[src/rtl/sorted_value_list_top_macros.svh]
// Assertion helpers shared by the RTL.
`ifndef SORTED_VALUE_LIST_TOP_MACROS_SVH
`define SORTED_VALUE_LIST_TOP_MACROS_SVH

`ifndef ASSERT_OFF

// prop must hold at every clock edge out of reset
`define SVL_ASSERT(label, clk, rst_n, prop, msg) \
  label: assert property (@(posedge clk) disable iff (!rst_n) prop) else $error(msg);

// cond must never be seen at a clock edge out of reset
`define SVL_NEVER(label, clk, rst_n, cond, msg) \
  label: assert property (@(posedge clk) disable iff (!rst_n) !(cond)) else $error(msg);

`else

`define SVL_ASSERT(label, clk, rst_n, prop, msg)
`define SVL_NEVER(label, clk, rst_n, cond, msg)

`endif

`endif

[src/rtl/svl_pkg.sv]
package svl_pkg;

  localparam int DEF_CAPACITY = 16;
  localparam int DATA_W       = 32;
  localparam int OCC_W        = 5;

  localparam logic [1:0] OP_INSERT = 2'd0;
  localparam logic [1:0] OP_DELETE = 2'd1;
  localparam logic [1:0] OP_POP    = 2'd2;
  localparam logic [1:0] OP_SEARCH = 2'd3;

  localparam logic [1:0] ST_OK   = 2'd0;
  localparam logic [1:0] ST_MISS = 2'd1;
  localparam logic [1:0] ST_FULL = 2'd2;

  // broadcast from control to every cell
  typedef struct packed {
    logic                     cmp;   // latch compare flags against key
    logic                     ins;   // insert key at first cell >= key
    logic                     del;   // close the gap at the first equal cell
    logic                     pop;   // shift whole row toward the head
    logic signed [DATA_W-1:0] key;
  } svl_bcast_t;

endpackage

[src/rtl/svl_cell.sv]
module svl_cell (
  input  logic                             clk,
  input  logic                             rst_n,
  input  svl_pkg::svl_bcast_t              bc,
  input  logic signed [svl_pkg::DATA_W-1:0] left_val,
  input  logic                             left_valid,
  input  logic                             left_ge,
  input  logic signed [svl_pkg::DATA_W-1:0] right_val,
  input  logic                             right_valid,
  output logic signed [svl_pkg::DATA_W-1:0] val,
  output logic                             valid,
  output logic                             ge,
  output logic                             eq
);
  import svl_pkg::*;

  logic signed [DATA_W-1:0] val_r, val_nxt;
  logic                     valid_r, valid_nxt;
  logic                     ge_r, eq_r;

  // empty cells count as >= key so the insert point is local
  always_ff @(posedge clk) begin
    if (bc.cmp) begin
      ge_r <= !valid_r || (val_r >= bc.key);
      eq_r <= valid_r && (val_r == bc.key);
    end
  end

  always_comb begin
    val_nxt   = val_r;
    valid_nxt = valid_r;
    if (bc.ins && ge_r) begin
      if (!left_ge) begin
        val_nxt   = bc.key;
        valid_nxt = 1'b1;
      end else begin
        val_nxt   = left_val;
        valid_nxt = left_valid;
      end
    end else if (bc.pop || (bc.del && ge_r)) begin
      val_nxt   = right_val;
      valid_nxt = right_valid;
    end
  end

  always_ff @(posedge clk) begin
    val_r <= val_nxt;
  end

  always_ff @(posedge clk) begin
    if (!rst_n) begin
      valid_r <= 1'b0;
    end else begin
      valid_r <= valid_nxt;
    end
  end

  assign val   = val_r;
  assign valid = valid_r;
  assign ge    = ge_r;
  assign eq    = eq_r;

endmodule

[src/rtl/sorted_value_list_top.sv]
// Sorted value list: keeps up to CAPACITY signed 32-bit words in ascending order in a row of
// cells, one word per cell. A request is taken when start is high and busy is low; busy is high
// for the cycle after, while every cell compares its word with the operand, and at the end of
// the next cycle the cells that the operation moves shift at once. The result is shown for
// exactly one cycle on out_strobe, once the request has passed the cmp_r, apply_r and strobe_r
// registers. A new request can already be taken at the edge that puts the result out, while
// the last one is still in its shift step, whatever the operation. The receiver cannot stall:
// sample the result ports whenever out_strobe is high. No clearing pass follows reset.
`include "sorted_value_list_top_macros.svh"

module sorted_value_list_top #(
  parameter int CAPACITY = svl_pkg::DEF_CAPACITY
) (
  input  logic                             clk,
  input  logic                             rst_n,
  input  logic                             start,
  output logic                             busy,
  input  logic [1:0]                       in_operation,
  input  logic signed [svl_pkg::DATA_W-1:0] in_operand_value,
  output logic                             out_strobe,
  output logic [1:0]                       out_status,
  output logic signed [svl_pkg::DATA_W-1:0] out_removed_value,
  output logic [svl_pkg::OCC_W-1:0]        out_occupancy,
  output logic                             out_is_empty
);
  import svl_pkg::*;

  localparam int CNT_W = $clog2(CAPACITY + 1);

  logic                     cmp_r, apply_r;
  logic [1:0]               op_r;
  logic signed [DATA_W-1:0] key_r;
  logic [CNT_W-1:0]         count_r, count_nxt;

  logic                     strobe_r;
  logic [1:0]               status_r, status_nxt;
  logic signed [DATA_W-1:0] removed_r, removed_nxt;
  logic [OCC_W-1:0]         occ_r;
  logic                     empty_r;

  logic signed [DATA_W-1:0] cell_val [CAPACITY];
  logic [CAPACITY-1:0]      valid_vec, ge_vec, eq_vec;

  svl_bcast_t bc;
  logic       accept, found, full, empty, refused;

  assign accept = start && !busy;
  assign busy   = cmp_r;

  always_ff @(posedge clk) begin
    if (!rst_n) begin
      cmp_r   <= 1'b0;
      apply_r <= 1'b0;
    end else begin
      cmp_r   <= accept;
      apply_r <= cmp_r;
    end
  end

  always_ff @(posedge clk) begin
    if (accept) begin
      op_r  <= in_operation;
      key_r <= in_operand_value;
    end
  end

  assign found = |(eq_vec & valid_vec);
  assign full  = (count_r == CNT_W'(CAPACITY));
  assign empty = (count_r == '0);

  always_comb begin
    bc.cmp = cmp_r;
    bc.ins = apply_r && (op_r == OP_INSERT) && !full;
    bc.del = apply_r && (op_r == OP_DELETE) && found;
    bc.pop = apply_r && (op_r == OP_POP) && !empty;
    bc.key = key_r;
  end

  always_comb begin
    count_nxt   = count_r;
    status_nxt  = ST_OK;
    removed_nxt = '0;
    case (op_r)
      OP_INSERT: begin
        if (full) begin
          status_nxt = ST_FULL;
        end else begin
          count_nxt = count_r + CNT_W'(1);
        end
      end
      OP_DELETE: begin
        if (found) begin
          count_nxt = count_r - CNT_W'(1);
        end else begin
          status_nxt = ST_MISS;
        end
      end
      OP_POP: begin
        if (empty) begin
          status_nxt = ST_MISS;
        end else begin
          count_nxt   = count_r - CNT_W'(1);
          removed_nxt = cell_val[0];
        end
      end
      OP_SEARCH: begin
        if (!found) begin
          status_nxt = ST_MISS;
        end
      end
      default: begin
        status_nxt = ST_MISS;
      end
    endcase
  end

  always_ff @(posedge clk) begin
    if (!rst_n) begin
      count_r  <= '0;
      strobe_r <= 1'b0;
    end else begin
      strobe_r <= apply_r;
      if (apply_r) begin
        count_r <= count_nxt;
      end
    end
  end

  always_ff @(posedge clk) begin
    if (apply_r) begin
      status_r  <= status_nxt;
      removed_r <= removed_nxt;
      occ_r     <= OCC_W'(count_nxt);
      empty_r   <= (count_nxt == '0);
    end
  end

  assign out_strobe        = strobe_r;
  assign out_status        = status_r;
  assign out_removed_value = removed_r;
  assign out_occupancy     = occ_r;
  assign out_is_empty      = empty_r;

  for (genvar g = 0; g < CAPACITY; g++) begin : g_cell
    logic signed [DATA_W-1:0] lv, rv;
    logic                     lvld, lge, rvld;

    if (g == 0) begin : g_head
      assign lv   = '0;
      assign lvld = 1'b0;
      assign lge  = 1'b0;
    end else begin : g_mid
      assign lv   = cell_val[g-1];
      assign lvld = valid_vec[g-1];
      assign lge  = ge_vec[g-1];
    end

    if (g == CAPACITY - 1) begin : g_tail
      assign rv   = '0;
      assign rvld = 1'b0;
    end else begin : g_body
      assign rv   = cell_val[g+1];
      assign rvld = valid_vec[g+1];
    end

    svl_cell u_cell (
      .clk         (clk),
      .rst_n       (rst_n),
      .bc          (bc),
      .left_val    (lv),
      .left_valid  (lvld),
      .left_ge     (lge),
      .right_val   (rv),
      .right_valid (rvld),
      .val         (cell_val[g]),
      .valid       (valid_vec[g]),
      .ge          (ge_vec[g]),
      .eq          (eq_vec[g])
    );
  end

  assign refused = out_strobe && (out_status == ST_FULL);

  // occupied cells always form a prefix of the row, one per stored word
  `SVL_ASSERT(a_fill_count, clk, rst_n, $countones(valid_vec) == count_r, "fill vs count")
  `SVL_NEVER(a_fill_gap, clk, rst_n, (valid_vec & (valid_vec + CAPACITY'(1))) != '0, "fill gap")
  `SVL_ASSERT(a_strobe_timing, clk, rst_n, out_strobe |-> $past(apply_r), "stray strobe")
  `SVL_ASSERT(a_busy_after_accept, clk, rst_n, accept |=> busy, "busy missing")
  `SVL_ASSERT(a_full_refusal, clk, rst_n, refused |-> $past(full), "refused while not full")

endmodule
[config.mk]
export PLATFORM = sky130hd
export DESIGN_NAME = sorted_value_list_top
export DESIGN_NICKNAME = d
export VERILOG_FILES = /design/src/rtl/svl_pkg.sv /design/src/rtl/svl_cell.sv /design/src/rtl/sorted_value_list_top.sv
export VERILOG_INCLUDE_DIRS = /design/src /design/src/rtl
export SDC_FILE = /design/constraint.sdc
export NUM_CORES = 2
export LEC_CHECK = 0
export BUFFER_PORTS_ARGS = -buffer_cell sky130_fd_sc_hd__buf_2
export CAP_MARGIN = 20
export CELL_PAD_IN_SITES_DETAIL_PLACEMENT = 1
export CELL_PAD_IN_SITES_GLOBAL_PLACEMENT = 1
export CORE_MARGIN = 2
export CORE_UTILIZATION = 51
export DETAILED_ROUTE_END_ITERATION = 6
export MAX_ROUTING_LAYER = met4
export PLACE_DENSITY = 0.8
export SETUP_SLACK_MARGIN = 0.1
export SYNTH_ARGS = -nofsm -noshare
export SYNTH_HDL_FRONTEND = slang
export SYNTH_HIERARCHICAL = 1
export SYNTH_SLANG_ARGS = --single-unit
[constraint.sdc]
create_clock -name clk -period 4.9 [get_ports clk]
set_input_delay 0 -clock clk [delete_from_list [all_inputs] [get_ports clk]]
set_output_delay 0 -clock clk [all_outputs]
set_load 0.02 [all_outputs]
==> flow_summary.ini <==
[timing]
finalSetupTns_ns = 0
final_hold_viol_count = 0
fin_crit_sh_pct = 78.47
drv_slew = 0
skew_ns = 0.04200
fmax_ghz = 0.2601
rsz0062_at_grt = false
fin_crit_ns = 3.845
tightest_slew_ns = 1.128
timing.slew.headroom_pct = 24.77
finalSetupViolCount = 0

[logic_synthesis]
synth.distinct_cells = 63
synth.area.mux_share_pct = 11.58
synthCells = 4490
yosys_most_used_dff = edfxtp_1
synth_fa_ha_area_share_pct = 14.45
ys.warnings.count = 6
synth-edff-count = 618
synthXorXnorAreaFrac_pct = 0
yosysSeqAreaShare_pct = 42.77
syn_area_mm2 = 0.04452
synth_simple_gate_area_share_pct = 11.73
async_reset_ff_share_pct = 0
synth_compound_area_share_pct = 13.00
synth-seq-cells = 642
synth_top_family_by_area = adder cells
syn_area_per_cell_um2 = 9.915

[clock_network]
cts_setup_buffers = 0
clkTransAtPathRegs_ns = 0.07
cts_tree = built
h-tree-depth = 3
clock_latency_ns = 0.66
clockBufferDepth = 3
clock_sinks = 642
numCtsBuffers = 75
cts.repair.resized = 0
root_buffer = clkbuf_16

[die]
start_util_pct = 51.39
core_area_mm2 = 0.08662
fp.dieW_um = 299.4
pin_count = 79
die_h_um = 299.4
die-area_mm2 = 0.08967
rows = 108

[power_and_ir_drop]
leakage_nw = 24.58
powerDensity_mw_per_mm2 = 268.5
peakVddDrop_mv = 0.2228

[routing]
drt_iter0_markers = 3136
vias = 36520
avgRoutedWirePerCell_um = 25.54
detail-route-antenna-nets = 0
viasPerCell = 6.202
first_pass_iters = 5
drc = 0
wirelength_um = 150400

[finish]
mostFrequentLayoutCell = a21oi_1
final_area_mm2 = 0.04971
final_cell_mix = a21oi_1, edfxtp_1, nor2_1
areaGrowthSynthToFinish_pct = 11.66
drive_gt1_share_pct = 8.073
layout.cells.non_filler = 5888
layout.nets = 5224
final_util_pct = 57.38

[grt]
grt_start_max_net_pins = 53
use_met2_pct = 56.65
use_met3_pct = 4.392
antenna_found_initial = 2
busiest_layer = met2
grt_use_total_pct = 34.08
use_met1_pct = 41.85
overflow = 0
grt_pass1_vias = 38290
grt_pass1_wl_um = 229200

[critical_path]
crit_path_max_fanout = 17
end_kind = register
path_class = reg -> reg
cp-start-kind = register
critPathRequiredTime_ns = 5.36
worstPathArrival_ns = 4.30

[run]
drv_cap = 0

[placed_design]
port_buffers = 78
dp.cells = 5714
gp_congestion = 0.9024
place_hpwl_um = 106200
post_dp_cell_area_mm2 = 0.04686

[min_path]
worst_hold_path_type = in -> reg

[status]
status = finished, final reports clean
## state kept, by name (all words and copies together), names as in the netlist
name and flops:
op_r 2, out_is_empty 1, g_cell.u_cell/val 512, g_cell.u_cell/ge 16
out_status 2, out_occupancy 5, key_r 32, g_cell.u_cell/valid 16
count_r 5, apply_r 1, out_strobe 1, g_cell.u_cell/eq 16
out_removed_value 32, busy 1
## metrics by stage
stage	hold WS [ns]	total power, mW	worst slack, ns
finish	0.06082	13.35	1.055
global route	0.06060	13.73	1.014
CTS	0.03291	13.32	1.336
detailed placement	0.1787	7.577	1.398
global placement	0.1760	7.492	1.382
floorplan	0.09887	7.080	1.178
## synthesized netlist by cell type (all sizes together) (31+ instances only)
cell type | count | area [um^2]
clkbuf | 77 | 289.0
mux2i | 515 | 5155
nor2b | 36 | 337.8
inv | 553 | 2076
ha | 514 | 6431
buf | 116 | 511.7
nand4 | 97 | 606.8
nor2 | 583 | 2188
nand3 | 84 | 420.4
edfxtp | 618 | 18560
a221o | 31 | 310.3
nand2 | 92 | 345.3
a21oi | 708 | 3656
a21o | 48 | 360.4
and3 | 35 | 219.0
o21ai | 73 | 369.1
nor4 | 36 | 252.7
## repair_timing
action	in CTS	in global routing
hold buffers	36	0
setup endpoints to repair	0	0
endpoints found under the hold margin	74	0
## layout make-up
class / instances / area (um^2)
multi-input cells: 3168 / 22880
diodes: 1 / 2.502
clock inverters: 43 / 414.1
repair buffers: 233 / 1794
flip-flops and latches: 642 / 19040
fillers: 9584 / 36910
well taps: 1155 / 1445
inverters: 553 / 2076
clock buffers: 93 / 2048
## worst max-delay path, stage by stage, from the launching register on
cell and delay (ns):
edfxtp_1 0.84, buf_4 0.40, inv_1 0.09, ha_1 0.34, nand4_1 0.30, nor4_1 0.83
nand3_1 0.49, nor2_1 0.34
## power breakdown
group | internal, mW | switching, mW
registers | 6.07 | 0.113
clock network | 3.34 | 2.46
logic | 0.498 | 0.869
## per-layer routing
| layer | wire length [um] | part of all wire, % |
|---|---|---|
| met5 | 0 | 0 |
| met1 | 61850 | 41 |
| met3 | 9195 | 6.1 |
| met2 | 72620 | 48 |
| met4 | 6712 | 4.5 |
## cell families (layout without fill, tap and decap cells)
kind of cell,count (synthesis),count (layout)
buffers and inverters,746,922
DFF,642,642
adders and majority gates,514,514
AOI/OAI and AO/OA,987,987
other,1,68
and+or+nand+nor,1085,1085
muxes,515,515
## worst paths after layout
| check | startpoint | endpoint | slack (ns) | cells after the start |
|---|---|---|---|---|
| max | key_r[27]$_DFFE_PP_ | g_cell[15].u_cell/eq$_DFFE_PP_ | 1.05 | 7 |
| min | in_operand_value[30] | key_r[30]$_DFFE_PP_ | 0.06 | 2 |
| max reg2reg | key_r[27]$_DFFE_PP_ | g_cell[15].u_cell/eq$_DFFE_PP_ | 1.05 | 7 |
| min reg2reg | g_cell[11].u_cell/valid$_SDFFE_PN0P_ | g_cell[11].u_cell/ge$_DFFE_PP_ | 0.58 | 1 |
Power figures use the tool's default switching activity.
